**src/hw/rtl/rps_pkg.sv**
```systemverilog
// ----------------------------------------------------------------------------
// rps_pkg
// Shared types, constants and register map of the routing parent selector.
// ----------------------------------------------------------------------------
package rps_pkg;

  localparam int unsigned MAX_CANDIDATES = 16;
  localparam int unsigned ETX_DIVISOR    = 128;

  localparam int unsigned POS_W   = $clog2(MAX_CANDIDATES + 1);
  localparam int unsigned INDEX_W = 4;
  localparam int unsigned ETX_W   = 16;
  localparam int unsigned SCORE_W = 16;
  localparam int unsigned ERP_W   = 8;

  localparam int unsigned ERP_SCALE = 100;
  localparam int unsigned DIVIDEND  = ETX_DIVISOR * ERP_SCALE;
  localparam int unsigned DIV_W     = $clog2(DIVIDEND + 1);
  localparam int unsigned DIV_STEPS = (DIV_W + 1) / 2;
  localparam int unsigned QUO_W     = 2 * DIV_STEPS;
  localparam int unsigned DCNT_W    = $clog2(DIV_STEPS + 1);

  localparam logic [7:0]  RSSI_DEFAULT = 8'd50;
  localparam logic [15:0] SAT16        = 16'hffff;

  localparam int unsigned NUM_REGS = 8;
  localparam int unsigned ADDR_W   = $clog2(NUM_REGS * 4);
  localparam int unsigned DATA_W   = 32;

  typedef enum logic [2:0] {
    REG_ETX_WEIGHT     = 3'd0,
    REG_QUALITY_WEIGHT = 3'd1,
    REG_FIXED_HYST     = 3'd2,
    REG_MOBILE_HYST    = 3'd3,
    REG_SELF_FIXED     = 3'd4,
    REG_MOBILITY_PEN   = 3'd5,
    REG_LINK_LIMIT     = 3'd6,
    REG_PATH_LIMIT     = 3'd7
  } reg_idx_e;

  typedef struct packed {
    logic [3:0]  etx_weight;
    logic [3:0]  quality_weight;
    logic [15:0] fixed_node_hysteresis;
    logic [15:0] mobile_node_hysteresis;
    logic        self_is_fixed;
    logic [15:0] mobility_penalty;
    logic [15:0] link_limit;
    logic [15:0] path_limit;
  } cfg_t;

  typedef struct packed {
    logic [15:0] link_etx;
    logic [15:0] base_cost;
    logic [7:0]  advertised_erp;
    logic [7:0]  rssi_magnitude;
    logic        rssi_known;
    logic        cand_fixed;
    logic        cand_preferred;
    logic        last_candidate;
  } in_word_t;

  typedef struct packed {
    logic        found;
    logic [3:0]  winner_index;
    logic [15:0] winner_score;
    logic [7:0]  winner_erp;
    logic        winner_preferred;
  } out_word_t;

  typedef struct packed {
    logic             start;
    logic [ETX_W-1:0] divisor;
  } div_req_t;

  typedef struct packed {
    logic             done;
    logic [DIV_W-1:0] quotient;
  } div_rsp_t;

  typedef enum logic [4:0] {
    S_IDLE  = 5'b00001,
    S_CHECK = 5'b00010,
    S_DIV   = 5'b00100,
    S_SCORE = 5'b01000,
    S_FOLD  = 5'b10000
  } state_e;

endpackage

```
**src/hw/rtl/rps_cfg.sv**
```systemverilog
// ----------------------------------------------------------------------------
// rps_cfg
// APB-style register file holding the selector configuration.
// ----------------------------------------------------------------------------
module rps_cfg (
  input  logic                       clk_i,
  input  logic                       rst_ni,
  input  logic                       psel,
  input  logic                       penable,
  input  logic                       pwrite,
  input  logic [rps_pkg::ADDR_W-1:0] paddr,
  input  logic [rps_pkg::DATA_W-1:0] pwdata,
  output logic [rps_pkg::DATA_W-1:0] prdata,
  output logic                       pready,
  output rps_pkg::cfg_t              cfg_o
);
  import rps_pkg::*;

  cfg_t     cfg_q, cfg_d;
  reg_idx_e idx;
  logic     wr_en;

  assign pready = 1'b1;
  assign idx    = reg_idx_e'(paddr[ADDR_W-1:2]);
  assign wr_en  = psel & penable & pwrite & pready;
  assign cfg_o  = cfg_q;

  always_comb begin
    cfg_d = cfg_q;
    if (wr_en) begin
      unique case (idx)
        REG_ETX_WEIGHT:     cfg_d.etx_weight             = pwdata[3:0];
        REG_QUALITY_WEIGHT: cfg_d.quality_weight         = pwdata[3:0];
        REG_FIXED_HYST:     cfg_d.fixed_node_hysteresis  = pwdata[15:0];
        REG_MOBILE_HYST:    cfg_d.mobile_node_hysteresis = pwdata[15:0];
        REG_SELF_FIXED:     cfg_d.self_is_fixed          = pwdata[0];
        REG_MOBILITY_PEN:   cfg_d.mobility_penalty       = pwdata[15:0];
        REG_LINK_LIMIT:     cfg_d.link_limit             = pwdata[15:0];
        REG_PATH_LIMIT:     cfg_d.path_limit             = pwdata[15:0];
        default:            cfg_d                        = cfg_q;
      endcase
    end
  end

  always_comb begin
    unique case (idx)
      REG_ETX_WEIGHT:     prdata = DATA_W'(cfg_q.etx_weight);
      REG_QUALITY_WEIGHT: prdata = DATA_W'(cfg_q.quality_weight);
      REG_FIXED_HYST:     prdata = DATA_W'(cfg_q.fixed_node_hysteresis);
      REG_MOBILE_HYST:    prdata = DATA_W'(cfg_q.mobile_node_hysteresis);
      REG_SELF_FIXED:     prdata = DATA_W'(cfg_q.self_is_fixed);
      REG_MOBILITY_PEN:   prdata = DATA_W'(cfg_q.mobility_penalty);
      REG_LINK_LIMIT:     prdata = DATA_W'(cfg_q.link_limit);
      REG_PATH_LIMIT:     prdata = DATA_W'(cfg_q.path_limit);
      default:            prdata = '0;
    endcase
  end

  always_ff @(posedge clk_i or negedge rst_ni) begin
    if (!rst_ni) begin
      cfg_q.etx_weight             <= 4'd4;
      cfg_q.quality_weight         <= 4'd2;
      cfg_q.fixed_node_hysteresis  <= 16'd300;
      cfg_q.mobile_node_hysteresis <= 16'd100;
      cfg_q.self_is_fixed          <= 1'b1;
      cfg_q.mobility_penalty       <= 16'd500;
      cfg_q.link_limit             <= 16'd1024;
      cfg_q.path_limit             <= 16'd32768;
    end else begin
      cfg_q <= cfg_d;
    end
  end

endmodule

```
**src/hw/rtl/rps_div.sv**
```systemverilog
// ----------------------------------------------------------------------------
// rps_div
// Iterative restoring divider, two quotient bits per cycle, for the
// constant dividend ETX_DIVISOR * 100 over the link ETX.
// ----------------------------------------------------------------------------
module rps_div (
  input  logic              clk_i,
  input  logic              rst_ni,
  input  rps_pkg::div_req_t req_i,
  output rps_pkg::div_rsp_t rsp_o
);
  import rps_pkg::*;

  logic [ETX_W:0]    rem_q, rem_d;
  logic [QUO_W-1:0]  quo_q, quo_d;
  logic [ETX_W-1:0]  dvs_q;
  logic [DCNT_W-1:0] cnt_q, cnt_d;
  logic              busy_q, busy_d;
  logic              done_q, done_d;

  always_comb begin
    logic [ETX_W:0]   r;
    logic [QUO_W-1:0] q;
    r      = rem_q;
    q      = quo_q;
    busy_d = busy_q;
    done_d = 1'b0;
    cnt_d  = cnt_q;
    if (busy_q) begin
      for (int i = 0; i < 2; i++) begin
        r = {r[ETX_W-1:0], q[QUO_W-1]};
        q = {q[QUO_W-2:0], 1'b0};
        if (r >= {1'b0, dvs_q}) begin
          r    = r - {1'b0, dvs_q};
          q[0] = 1'b1;
        end
      end
      cnt_d = cnt_q - 1'b1;
      if (cnt_q == DCNT_W'(1)) begin
        busy_d = 1'b0;
        done_d = 1'b1;
      end
    end
    rem_d = r;
    quo_d = q;
    if (req_i.start) begin
      rem_d  = '0;
      quo_d  = QUO_W'(DIVIDEND);
      cnt_d  = DCNT_W'(DIV_STEPS);
      busy_d = 1'b1;
      done_d = 1'b0;
    end
  end

  always_ff @(posedge clk_i or negedge rst_ni) begin
    if (!rst_ni) begin
      busy_q <= 1'b0;
      done_q <= 1'b0;
      cnt_q  <= '0;
    end else begin
      busy_q <= busy_d;
      done_q <= done_d;
      cnt_q  <= cnt_d;
    end
  end

  always_ff @(posedge clk_i) begin
    rem_q <= rem_d;
    quo_q <= quo_d;
    if (req_i.start) begin
      dvs_q <= req_i.divisor;
    end
  end

  assign rsp_o.done     = done_q;
  assign rsp_o.quotient = quo_q[DIV_W-1:0];

endmodule

```
**src/hw/rtl/routing_parent_selector.sv**
```systemverilog
// ----------------------------------------------------------------------------
// routing_parent_selector
// Folds routing-parent candidates into a running best and reports the
// winner on the last candidate of a scan.
//
//   channel  dir  handshake                        payload
//   in       in   in_valid_i / in_stall_o          in_data_i  (in_word_t)
//   out      out  out_valid_o / out_stall_i        out_data_o (out_word_t)
//   cfg      in   psel, penable, pwrite, pready    paddr, pwdata, prdata
//
// A candidate goes through check, divide, score and fold; zero ETX skips
// the 12800/ETX division, and a rejected one or one beyond the table goes
// from check straight to fold. in_stall_o is high while a candidate is in
// work. The result word sits in an output register; a last candidate
// waits in the fold step while the previous result is still stalled.
// Reset clears the scan and the output valid and loads the cfg defaults.
// ----------------------------------------------------------------------------
module routing_parent_selector (
  input  logic                       clk_i,
  input  logic                       rst_ni,
  input  logic                       in_valid_i,
  output logic                       in_stall_o,
  input  rps_pkg::in_word_t          in_data_i,
  output logic                       out_valid_o,
  input  logic                       out_stall_i,
  output rps_pkg::out_word_t         out_data_o,
  input  logic                       psel,
  input  logic                       penable,
  input  logic                       pwrite,
  input  logic [rps_pkg::ADDR_W-1:0] paddr,
  input  logic [rps_pkg::DATA_W-1:0] pwdata,
  output logic [rps_pkg::DATA_W-1:0] prdata,
  output logic                       pready
);
  import rps_pkg::*;

  cfg_t      cfg;
  div_req_t  div_req;
  div_rsp_t  div_rsp;

  state_e    state_q, state_d;
  in_word_t  item_q;
  logic      ok_q, ok_d;
  logic [ERP_W-1:0]   erp_q, erp_d;
  logic [SCORE_W-1:0] score_q;

  logic               best_valid_q, best_valid_d;
  logic [POS_W-1:0]   best_pos_q, best_pos_d;
  logic [SCORE_W-1:0] best_score_q, best_score_d;
  logic [ERP_W-1:0]   best_erp_q, best_erp_d;
  logic               best_pref_q, best_pref_d;
  logic [POS_W-1:0]   pos_q, pos_d;

  logic      out_valid_q, out_valid_d;
  out_word_t out_q, out_d;

  logic               accept;
  logic               in_range;
  logic [ETX_W:0]     cost;
  logic               acceptable;
  logic [DIV_W-1:0]   rel;
  logic [ERP_W-1:0]   etx_erp;
  logic [ERP_W-1:0]   div_erp;
  logic [7:0]         rssi;
  logic [19:0]        etx_term;
  logic [12:0]        qual_term;
  logic [20:0]        score_sum;
  logic [SCORE_W-1:0] score_d;
  logic [SCORE_W-1:0] thr;
  logic signed [17:0] diff;
  logic               in_band;
  logic               take;
  logic               fold_go;

  rps_cfg u_cfg (
    .clk_i,
    .rst_ni,
    .psel,
    .penable,
    .pwrite,
    .paddr,
    .pwdata,
    .prdata,
    .pready,
    .cfg_o (cfg)
  );

  rps_div u_div (
    .clk_i,
    .rst_ni,
    .req_i (div_req),
    .rsp_o (div_rsp)
  );

  assign in_stall_o = (state_q != S_IDLE);
  assign accept     = in_valid_i & ~in_stall_o;

  assign in_range   = (pos_q < POS_W'(MAX_CANDIDATES));
  assign cost       = {1'b0, item_q.base_cost} + {1'b0, item_q.link_etx};
  assign acceptable = in_range && (item_q.link_etx <= cfg.link_limit) &&
                      ((cost[ETX_W] ? SAT16 : cost[ETX_W-1:0]) <= cfg.path_limit);

  assign div_req.start   = (state_q == S_CHECK) && acceptable && (item_q.link_etx != '0);
  assign div_req.divisor = item_q.link_etx;

  assign rel       = (div_rsp.quotient > DIV_W'(ERP_SCALE)) ? DIV_W'(ERP_SCALE)
                                                             : div_rsp.quotient;
  assign etx_erp   = ERP_W'(ERP_SCALE) - ERP_W'(rel);
  assign div_erp   = (item_q.advertised_erp > etx_erp) ? item_q.advertised_erp
                                                       : etx_erp;

  assign rssi      = item_q.rssi_known ? item_q.rssi_magnitude : RSSI_DEFAULT;
  assign etx_term  = 20'(cfg.etx_weight) * 20'(item_q.link_etx);
  assign qual_term = 13'(cfg.quality_weight) * (13'(erp_q) + 13'(rssi));
  assign score_sum = 21'(etx_term) + 21'(qual_term) +
                     (item_q.cand_fixed ? 21'd0 : 21'(cfg.mobility_penalty));
  assign score_d   = (score_sum > 21'(SAT16)) ? SAT16 : score_sum[SCORE_W-1:0];

  assign thr     = cfg.self_is_fixed ? cfg.fixed_node_hysteresis
                                     : cfg.mobile_node_hysteresis;
  assign diff    = signed'({2'b00, best_score_q}) - signed'({2'b00, score_q});
  assign in_band = (diff < signed'({2'b00, thr})) && (-diff < signed'({2'b00, thr}));

  always_comb begin
    priority if (!best_valid_q) begin
      take = 1'b1;
    end else if ((best_pref_q || item_q.cand_preferred) && in_band) begin
      take = !best_pref_q;
    end else begin
      take = !(best_score_q < score_q);
    end
  end

  assign fold_go = !item_q.last_candidate || !out_valid_q || !out_stall_i;

  always_comb begin
    state_d      = state_q;
    ok_d         = ok_q;
    erp_d        = erp_q;
    best_valid_d = best_valid_q;
    best_pos_d   = best_pos_q;
    best_score_d = best_score_q;
    best_erp_d   = best_erp_q;
    best_pref_d  = best_pref_q;
    pos_d        = pos_q;
    out_d        = out_q;
    out_valid_d  = out_valid_q & out_stall_i;

    unique case (state_q)
      S_IDLE: begin
        if (accept) state_d = S_CHECK;
      end
      S_CHECK: begin
        ok_d = acceptable;
        if (!acceptable) begin
          state_d = S_FOLD;
        end else if (item_q.link_etx == '0) begin
          erp_d   = (item_q.advertised_erp > ERP_W'(ERP_SCALE)) ?
                    item_q.advertised_erp : ERP_W'(ERP_SCALE);
          state_d = S_SCORE;
        end else begin
          state_d = S_DIV;
        end
      end
      S_DIV: begin
        if (div_rsp.done) begin
          erp_d   = div_erp;
          state_d = S_SCORE;
        end
      end
      S_SCORE: begin
        state_d = S_FOLD;
      end
      S_FOLD: begin
        if (fold_go) begin
          if (ok_q && take) begin
            best_valid_d = 1'b1;
            best_pos_d   = pos_q;
            best_score_d = score_q;
            best_erp_d   = erp_q;
            best_pref_d  = item_q.cand_preferred;
          end
          if (in_range) pos_d = pos_q + 1'b1;
          if (item_q.last_candidate) begin
            out_valid_d = 1'b1;
            if (best_valid_d) begin
              out_d.found            = 1'b1;
              out_d.winner_index     = INDEX_W'(best_pos_d);
              out_d.winner_score     = best_score_d;
              out_d.winner_erp       = best_erp_d;
              out_d.winner_preferred = best_pref_d;
            end else begin
              out_d = '0;
            end
            best_valid_d = 1'b0;
            best_pos_d   = '0;
            best_score_d = '0;
            best_erp_d   = '0;
            best_pref_d  = 1'b0;
            pos_d        = '0;
          end
          state_d = S_IDLE;
        end
      end
      default: state_d = S_IDLE;
    endcase
  end

  always_ff @(posedge clk_i or negedge rst_ni) begin
    if (!rst_ni) begin
      state_q      <= S_IDLE;
      ok_q         <= 1'b0;
      best_valid_q <= 1'b0;
      best_pos_q   <= '0;
      best_score_q <= '0;
      best_erp_q   <= '0;
      best_pref_q  <= 1'b0;
      pos_q        <= '0;
      out_valid_q  <= 1'b0;
    end else begin
      state_q      <= state_d;
      ok_q         <= ok_d;
      best_valid_q <= best_valid_d;
      best_pos_q   <= best_pos_d;
      best_score_q <= best_score_d;
      best_erp_q   <= best_erp_d;
      best_pref_q  <= best_pref_d;
      pos_q        <= pos_d;
      out_valid_q  <= out_valid_d;
    end
  end

  always_ff @(posedge clk_i) begin
    if (accept) item_q <= in_data_i;
    if (state_q == S_SCORE) score_q <= score_d;
    erp_q <= erp_d;
    out_q <= out_d;
  end

  assign out_valid_o = out_valid_q;
  assign out_data_o  = out_q;

endmodule

```
**config.mk**
```make
export PLATFORM = sky130hd
export DESIGN_NAME = routing_parent_selector
export DESIGN_NICKNAME = d
export VERILOG_FILES = /design/src/hw/rtl/rps_pkg.sv /design/src/hw/rtl/rps_cfg.sv /design/src/hw/rtl/rps_div.sv /design/src/hw/rtl/routing_parent_selector.sv
export SDC_FILE = /design/constraint.sdc
export NUM_CORES = 1
export LEC_CHECK = 0
export BUFFER_PORTS_ARGS = -buffer_cell sky130_fd_sc_hd__buf_2
export CAP_MARGIN = 20
export CORE_MARGIN = 5
export CORE_UTILIZATION = 60
export DETAILED_ROUTE_END_ITERATION = 7
export HOLD_SLACK_MARGIN = 0.15
export PLACE_DENSITY = 0.87
export SLEW_MARGIN = 20
export SYNTH_ARGS = -nofsm -noshare
export SYNTH_HDL_FRONTEND = slang
export SYNTH_SLANG_ARGS = --single-unit
```
**constraint.sdc**
```tcl
create_clock -name clk_i -period 12.7 [get_ports clk_i]
set_input_delay 1.27 -clock clk_i [delete_from_list [all_inputs] [get_ports clk_i]]
set_output_delay 1.27 -clock clk_i [all_outputs]
set_load 0.02 [all_outputs]
```
==> results.toml, run 1 <==
[synth]
synthDominantAreaCellType = "sky130_fd_sc_hd__edfxtp_1"
synth_top_cells_by_count = "sky130_fd_sc_hd__inv_1, sky130_fd_sc_hd__nand2_1, sky130_fd_sc_hd__ha_1"
yosys.cell_types.count = 78
synth.most_common_cell = "sky130_fd_sc_hd__inv_1"
synth_top_cell_area_share_pct = 17.1
synth_area_um2 = 21500
synthesis.area_per_instance_um2 = 9.86
synthCells = 2176
dominantRegCellSynth = "sky130_fd_sc_hd__edfxtp_1"
ys_seq_area_share_pct = 35.8
synth-warning-count = 0
async_flop_share_pct = 47.2
netlist_top_cells_area = "sky130_fd_sc_hd__edfxtp_1, sky130_fd_sc_hd__dfrtp_1, sky130_fd_sc_hd__ha_1, sky130_fd_sc_hd__fa_1, sky130_fd_sc_hd__mux2i_1"
synth.ff_latch_count = 288
synth-edff-count = 122

[finish]
final_net_count = 2643
flow.area_growth_from_synthesis_pct = 9.28
antenna_cells = 0
postLayoutCoreUtil_pct = 66.2
layout.filler_cells = 2666
share_of_cells_above_drive_strength_1_pct = 13.2

[place]
portBuffers = 125
detailedPlacementHpwl_um = 40400
placer_s_final_routability_congestion_estimate = 0.941

[sta]
final.setup_skew_ns = 0.0313
report.final.setup_viol = 0
tightest_slew_ns = 1.06
rsz0062_at_grt = "false"
max_slew_margin_pct = 29.2
report.final.hold_viol_count = 0
period_share_pct = 58.8
fin_tns_setup_ns = 0
final_critical_path_required_period_ns = 7.47
timing.fmax_ghz = 0.134
count_of_final_max_slew_check_failures = 0
timing.hold.ws_ns = 0.499

[critical_path]
worst_setup_path_start_kind = "flip-flop"
worst_setup_ep_type = "flip-flop"
data_arrival_time_of_the_worst_path_ns = 7.75
critPathCapture = "score_q[9]"
worstSetupStartpoint = "item_q[3]"
timing_worst_setup_path_type = "reg -> reg"
r2r_setup_slack_ns = 5.23
worstPathRequired_ns = 12.98
critical_path_peak_fanout = 10
worstReg2RegStart = "item_q[3]"
r2r-end = "score_q[9]"
timing.reg2reg.worst_path_depth = 26

[cts]
cts.htree.levels = 1
cts_hold_buffers = 0
tritoncts = "yes"
clock_sink_count = 288
worst_skew_pair.late_latency_ns = 0.59
post_cts_resized = 0
ctsRootBufferMaster = "sky130_fd_sc_hd__clkbuf_16"
cts-buffers-inserted = 31
max-clock-path-buffers = 3
cts.reportedPaths.clkPinSlew_ns = 0.07
post-cts-setup-buffer-count = 0

[detailed_routing]
post_detailed_route_wirelength_per_cell_um = 19.4
vias_per_cell = 6.10
first_pass_iters = 6
wl_um = 53400
detail_route.iter0.violations = 1377
route.antenna.remaining_nets = 0
route.detailed.drc = 0
dr_total_vias = 16800

[pwr]
vdd.ir_drop.worst_mv = 0.179
internal_power_uw = 3260
pwr-share-comb_pct = 60.1
sequentialPowerShare_pct = 24.8
netSwitchingPower_uw = 2620
pwr-share-clk_pct = 15.2
sw_frac_of_total_pct = 44.6
power.density_nw_per_um2 = 251
power.static_leakage_uw = 0.0109

[run_status]
outcome = "finished clean"

[floorplanning]
coreArea_um2 = 35400
fp.dieH_um = 199
dieArea_um2 = 39600
floorplan.initialDensity_pct = 60.6
die_w_um = 199
rows = 69
boundaryPins = 161

[global_route]
grt_use_total_pct = 26.9
grt_antenna_before_repair = 1
gr-total-overflow = 0
pin_count_of_the_biggest_net_entering_global_routing = 73
first_global_vias = 16900
grt_first_pass_wirelength_um = 86500

[run]
cap_viol_max_count = 0

[hold_path]
worst_min_delay_path_category = "reg -> reg"
## per-stage QoR
stage	std cells	area (um^2)	setup WS, ns	power, uW
global placement	2696	22400	5.49	4760
detailed placement	2696	22400	5.34	4930
global route	2755	23400	4.79	6390
finish	2755	23400	5.23	5880
CTS	2754	23400	5.35	5850
floorplan	2192	21500	6.04	4110
## sequential cells by signal, indices dropped and copies added, names as in the netlist, 3 cells and up
register and cells:
erp_q 8, u_cfg.cfg_o 89, best_score_q 16, item_q 36, u_div.quo_q 14, u_div.dvs_q 16, state_q 5, best_pos_q 4
u_div.cnt_q 3, u_div.rem_q 16, div_req 16, pos_q 5, best_erp_q 8, out_data_o 30, score_q 16
## cells by family after synthesis
group,after synthesis,synth area share [%]
buffers and inverters,329,6.18
DFF,288,35.8
other,2,0.0350
xor gates and xnor gates,76,3.10
AOI/OAI and AO/OA,444,14.0
adders and majority gates,278,19.2
muxes,168,8.26
and+or+nand+nor,591,13.4
## power by group through the flow
| stage | clock network (uW) | logic (uW) | registers, uW |
|---|---|---|---|
| 2_1_floorplan | 0 | 2730 | 1370 |
| 3_3_place_gp | 0 | 3300 | 1450 |
| 3_5_place_dp | 0 | 3470 | 1470 |
| 4_1_cts | 903 | 3490 | 1450 |
| 5_1_grt | 943 | 3970 | 1480 |
| 6_report | 892 | 3530 | 1460 |
## layout make-up
| class | instances | area (um^2) | area share, % |
|---|---|---|---|
| multi-input combinational | 1575 | 12500 | 53.5 |
| sequential | 288 | 7690 | 32.8 |
| timing repair buffer | 138 | 749 | 3.20 |
| clock inverter | 14 | 111 | 0.475 |
| clock buffer | 44 | 897 | 3.83 |
| inverter | 235 | 882 | 3.76 |
| tap | 461 | 577 | 2.46 |
## metal layers
metal | wire, um | vias up | GRT usage, %
met1 | 21300 | 8179 | 35.3
met4 | 2200 | 2 | 9.83
met2 | 25800 | 686 | 45.6
met5 | 26 | - | 0
met3 | 4040 | 148 | 3.91
li1 | - | 7796 | -
## cells in the final DEF, fill, tap and decap left out, drive strengths merged, types with 26 or more instances in the layout
master  count
nand2     202
inv       238
a21o       42
mux2       73
mux2i      95
edfxtp    122
o31ai      36
o211ai     40
nor2b      26
dfxtp      30
dfrtp     117
nor3       26
fa         85
buf       138
nor2      118
ha        193
a21oi      79
xnor2      49
xor2       27
clkbuf     44
and2       83
o21ai      97
nand2b     28
## worst min-delay path by stage
stage	startpoint	endpoint	slack [ns]	depth (start not counted)
after CTS	u_div.done_q	state_q[2]	0.49	1
after floorplan	u_div.done_q	state_q[2]	0.44	1
after global placement	u_div.done_q	state_q[2]	0.45	1
after global routing	u_div.rem_q[15]	u_div.rem_q[15]	0.52	2
after detailed placement	u_div.done_q	state_q[2]	0.48	1
final	u_div.done_q	state_q[2]	0.50	1
## critical path: stages (launching register included)
cell                       delay (ns)
sky130_fd_sc_hd__edfxtp_1        0.48
sky130_fd_sc_hd__and2_1          0.19
sky130_fd_sc_hd__ha_1            0.21
sky130_fd_sc_hd__fa_1            0.41
sky130_fd_sc_hd__a21o_1          0.17
sky130_fd_sc_hd__a21oi_1         0.23
sky130_fd_sc_hd__o21ai_0         0.20
sky130_fd_sc_hd__a21o_1          0.21
sky130_fd_sc_hd__a21o_1          0.21
sky130_fd_sc_hd__and2_1          0.18
sky130_fd_sc_hd__fa_1            0.49
sky130_fd_sc_hd__inv_1           0.06
sky130_fd_sc_hd__fa_1            0.54
sky130_fd_sc_hd__inv_1           0.06
sky130_fd_sc_hd__fa_1            0.52
sky130_fd_sc_hd__inv_1           0.06
sky130_fd_sc_hd__fa_1            0.53
sky130_fd_sc_hd__inv_1           0.04
sky130_fd_sc_hd__ha_1            0.21
sky130_fd_sc_hd__and3_1          0.19
sky130_fd_sc_hd__a21oi_1         0.29
sky130_fd_sc_hd__inv_1           0.14
sky130_fd_sc_hd__o311a_1         0.38
sky130_fd_sc_hd__o21ai_0         0.22
sky130_fd_sc_hd__mux2i_1         0.23
sky130_fd_sc_hd__nor2_1          0.53
sky130_fd_sc_hd__o21ai_0         0.18
(Power assumes the default switching activity.)
==> inputs of run 2 (changes only) <==
clock period = 7.1 ns   (was 12.7 ns; I/O delays follow)
==> run 2 against run 1 <==
Sequential share of layout area decreased by 0.21 points. Fmax up 9.7%. Highest routed layer is now met4. Worst setup slack lost 4.9 ns. Via count grew 0.85%. Critical endpoint is now score_q[6]. Sequential power increased by 78%. Final area grew 0.66%. Register-to-register slack worse by 4.9 ns. Power up 83%.
==> results.toml, run 2 (synthesized netlist as in run 1, its figures left out) <==
[place]
worst_slack_at_placement_ns = -0.120
placer_s_final_routability_congestion_estimate = 0.942
detailedPlacementHpwl_um = 40600
portBuffers = 125
cell_area_after_placement_um2 = 22500

[critical_path]
r2r_setup_slack_ns = 0.29
path_buf_inv = 3
critical_path.max_stage_delay_ns = 0.55
timing.reg2reg.worst_path_depth = 26
r2r-end = "score_q[6]"
timing.critical_path.max_delay_family = "adder cells"
data_arrival_time_of_the_worst_path_ns = 7.12
worst_path_most_repeated_cell = "sky130_fd_sc_hd__fa_1"
worst_setup_path_start_kind = "flip-flop"
worst_setup_ep_type = "flip-flop"
cp_num_cells = 26
timing_worst_setup_path_type = "reg -> reg"
slowest_stage = "sky130_fd_sc_hd__fa_1"
critical_path_peak_fanout = 6
worstPathRequired_ns = 7.41
worstReg2RegStart = "item_q[3]"
worstSetupStartpoint = "item_q[3]"

[pwr]
vdd.ir_drop.worst_mv = 0.343
power.static_leakage_uw = 0.0110
power.density_nw_per_um2 = 455
report.power.total_uw = 10700

[cts]
cts.htree.levels = 1
max-clock-path-buffers = 3
cts-buffers-inserted = 31
cts.reportedPaths.clkPinSlew_ns = 0.06
worst_skew_pair.late_latency_ns = 0.58
ctsRootBufferMaster = "sky130_fd_sc_hd__clkbuf_16"
clock_sink_count = 288
tritoncts = "yes"

[detailed_routing]
vias_per_cell = 6.12
first_pass_iters = 5
route.detailed.drc = 0
wl_um = 53700
route.antenna.remaining_nets = 0
dr_total_vias = 17000
post_detailed_route_wirelength_per_cell_um = 19.4
detail_route.iter0.violations = 1276

[floorplanning]
coreArea_um2 = 35400
floorplan.initialDensity_pct = 60.6
boundaryPins = 161
rows = 69
dieArea_um2 = 39600
fp.dieH_um = 199
die_w_um = 199

[sta]
timing.fmax_ghz = 0.147
tightest_slew_ns = 1.06
final_critical_path_required_period_ns = 6.81
slack_of_the_critical_path_ns = 0.290
period_share_pct = 95.9
count_of_final_max_slew_check_failures = 0
report.final.setup_viol = 0
final.setup_skew_ns = 0.0244
report.final.hold_viol_count = 0
max_slew_margin_pct = 29.4

[hold_path]
worst_min_delay_path_category = "in -> reg"
timing.hold.worst.start = "in_data_i[34]"
min_delay_path_depth = 1
worst_hold_path.endpoint = "item_q[34]"

[finish]
share_of_cells_above_drive_strength_1_pct = 14.0
finish.instance_area_um2 = 23600
final_net_count = 2657
final_cell_mix = "sky130_fd_sc_hd__inv_1, sky130_fd_sc_hd__nand2_1, sky130_fd_sc_hd__ha_1"
flow.area_growth_from_synthesis_pct = 10.0
most_frequent_standard_cell_in_the_layout_excluding_fill_and_tap_cells = "sky130_fd_sc_hd__inv_1"
largest_register_ffs = 89
antenna_cells = 0
postLayoutCoreUtil_pct = 66.7

[global_route]
pin_count_of_the_biggest_net_entering_global_routing = 71
first_global_vias = 17000
gr-total-overflow = 0
grt_use_total_pct = 27.0
grt_first_pass_wirelength_um = 86900
grt_antenna_before_repair = 0

[run]
cap_viol_max_count = 0

[run_status]
outcome = "finished clean"
-- run 2: cell count changes in the layout (fill, tap and decap cells not counted), moves of 2 or more --
cell / previous run / this run
sky130_fd_sc_hd__inv_6: 1 / 3
sky130_fd_sc_hd__a21oi_1: 79 / 75
sky130_fd_sc_hd__clkbuf_1: 8 / 4
sky130_fd_sc_hd__a21oi_2: 0 / 3
sky130_fd_sc_hd__bufinv_16: 1 / 4
sky130_fd_sc_hd__clkinv_2: 8 / 6
sky130_fd_sc_hd__clkinv_1: 0 / 8
sky130_fd_sc_hd__buf_4: 12 / 26
sky130_fd_sc_hd__clkinvlp_4: 2 / 0
sky130_fd_sc_hd__clkbuf_16: 33 / 31
-- run 2: per-stage QoR --
stage	cells	setup TNS, ns	hold slack, ns
2_1_floorplan	2192	0	0.414
3_3_place_gp	2708	0	0.477
3_5_place_dp	2708	-0.424	0.491
4_1_cts	2767	0	0.281
5_1_grt	2769	-0.0356	0.290
6_report	2769	0	0.298
-- run 2: timing repair --
| item | 4_1_cts | 5_1_grt |
|---|---|---|
| hold buffers | 1 | 0 |
| endpoints found under the setup margin | 12 | 16 |
| endpoints found under the hold margin | 54 | 0 |
| resized for setup | 2 | 12 |
| setup buffers | 0 | 2 |
| pin swaps | 0 | 5 |
-- run 2: worst register-to-register path: stages, from the launching register on --
cell and delay [ns]:
sky130_fd_sc_hd__edfxtp_1 0.43, sky130_fd_sc_hd__and2_1 0.19, sky130_fd_sc_hd__ha_1 0.22, sky130_fd_sc_hd__a21o_1 0.18
sky130_fd_sc_hd__a21oi_2 0.19, sky130_fd_sc_hd__nor2b_1 0.07, sky130_fd_sc_hd__o21ai_0 0.15, sky130_fd_sc_hd__nand2b_1 0.11
sky130_fd_sc_hd__a21o_1 0.20, sky130_fd_sc_hd__a21oi_2 0.17, sky130_fd_sc_hd__xnor2_2 0.11, sky130_fd_sc_hd__and2_1 0.19
sky130_fd_sc_hd__fa_1 0.52, sky130_fd_sc_hd__fa_1 0.55, sky130_fd_sc_hd__fa_1 0.55, sky130_fd_sc_hd__inv_1 0.05
sky130_fd_sc_hd__fa_1 0.52, sky130_fd_sc_hd__inv_1 0.04, sky130_fd_sc_hd__ha_1 0.32, sky130_fd_sc_hd__or2_2 0.33
sky130_fd_sc_hd__a21oi_4 0.18, sky130_fd_sc_hd__a211oi_1 0.10, sky130_fd_sc_hd__o311a_1 0.36, sky130_fd_sc_hd__o21ai_2 0.18
sky130_fd_sc_hd__mux2i_2 0.11, sky130_fd_sc_hd__buf_4 0.16, sky130_fd_sc_hd__or3_1 0.36
-- run 2: area by class of cell --
class | instances | area, um^2
multi-input combinational | 1575 | 12600
fill | 2687 | 11800
sequential | 288 | 7690
inverter | 235 | 882
timing repair buffer | 152 | 837
clock buffer | 37 | 818
tap | 461 | 577
clock inverter | 21 | 211
-- run 2: power breakdown --
part | total, uW | switching, uW | leakage, uW | internal, uW
clock | 1640 | 676 | 0.000510 | 965
sequential | 2600 | 373 | 0.00296 | 2230
combinational | 6500 | 3740 | 0.00748 | 2760
total | 10700 | 4790 | 0.0110 | 5950
-- run 2: routing by layer --
layer	vias up	wire [um]	track usage [%]	share of wire, %
met5	-	0	0	0
met4	0	2150	9.73	4.0
met3	151	3840	4.13	7.2
met2	705	25700	45.1	48
met1	8264	22000	36.1	41
li1	7834	-	-	-
-- run 2: worst max path at each step --
stage and endpoint:
3_3_place_gp score_q[9], 4_1_cts score_q[6], 6_report score_q[6], 5_1_grt score_q[6], 3_5_place_dp score_q[9], 2_1_floorplan score_q[9]
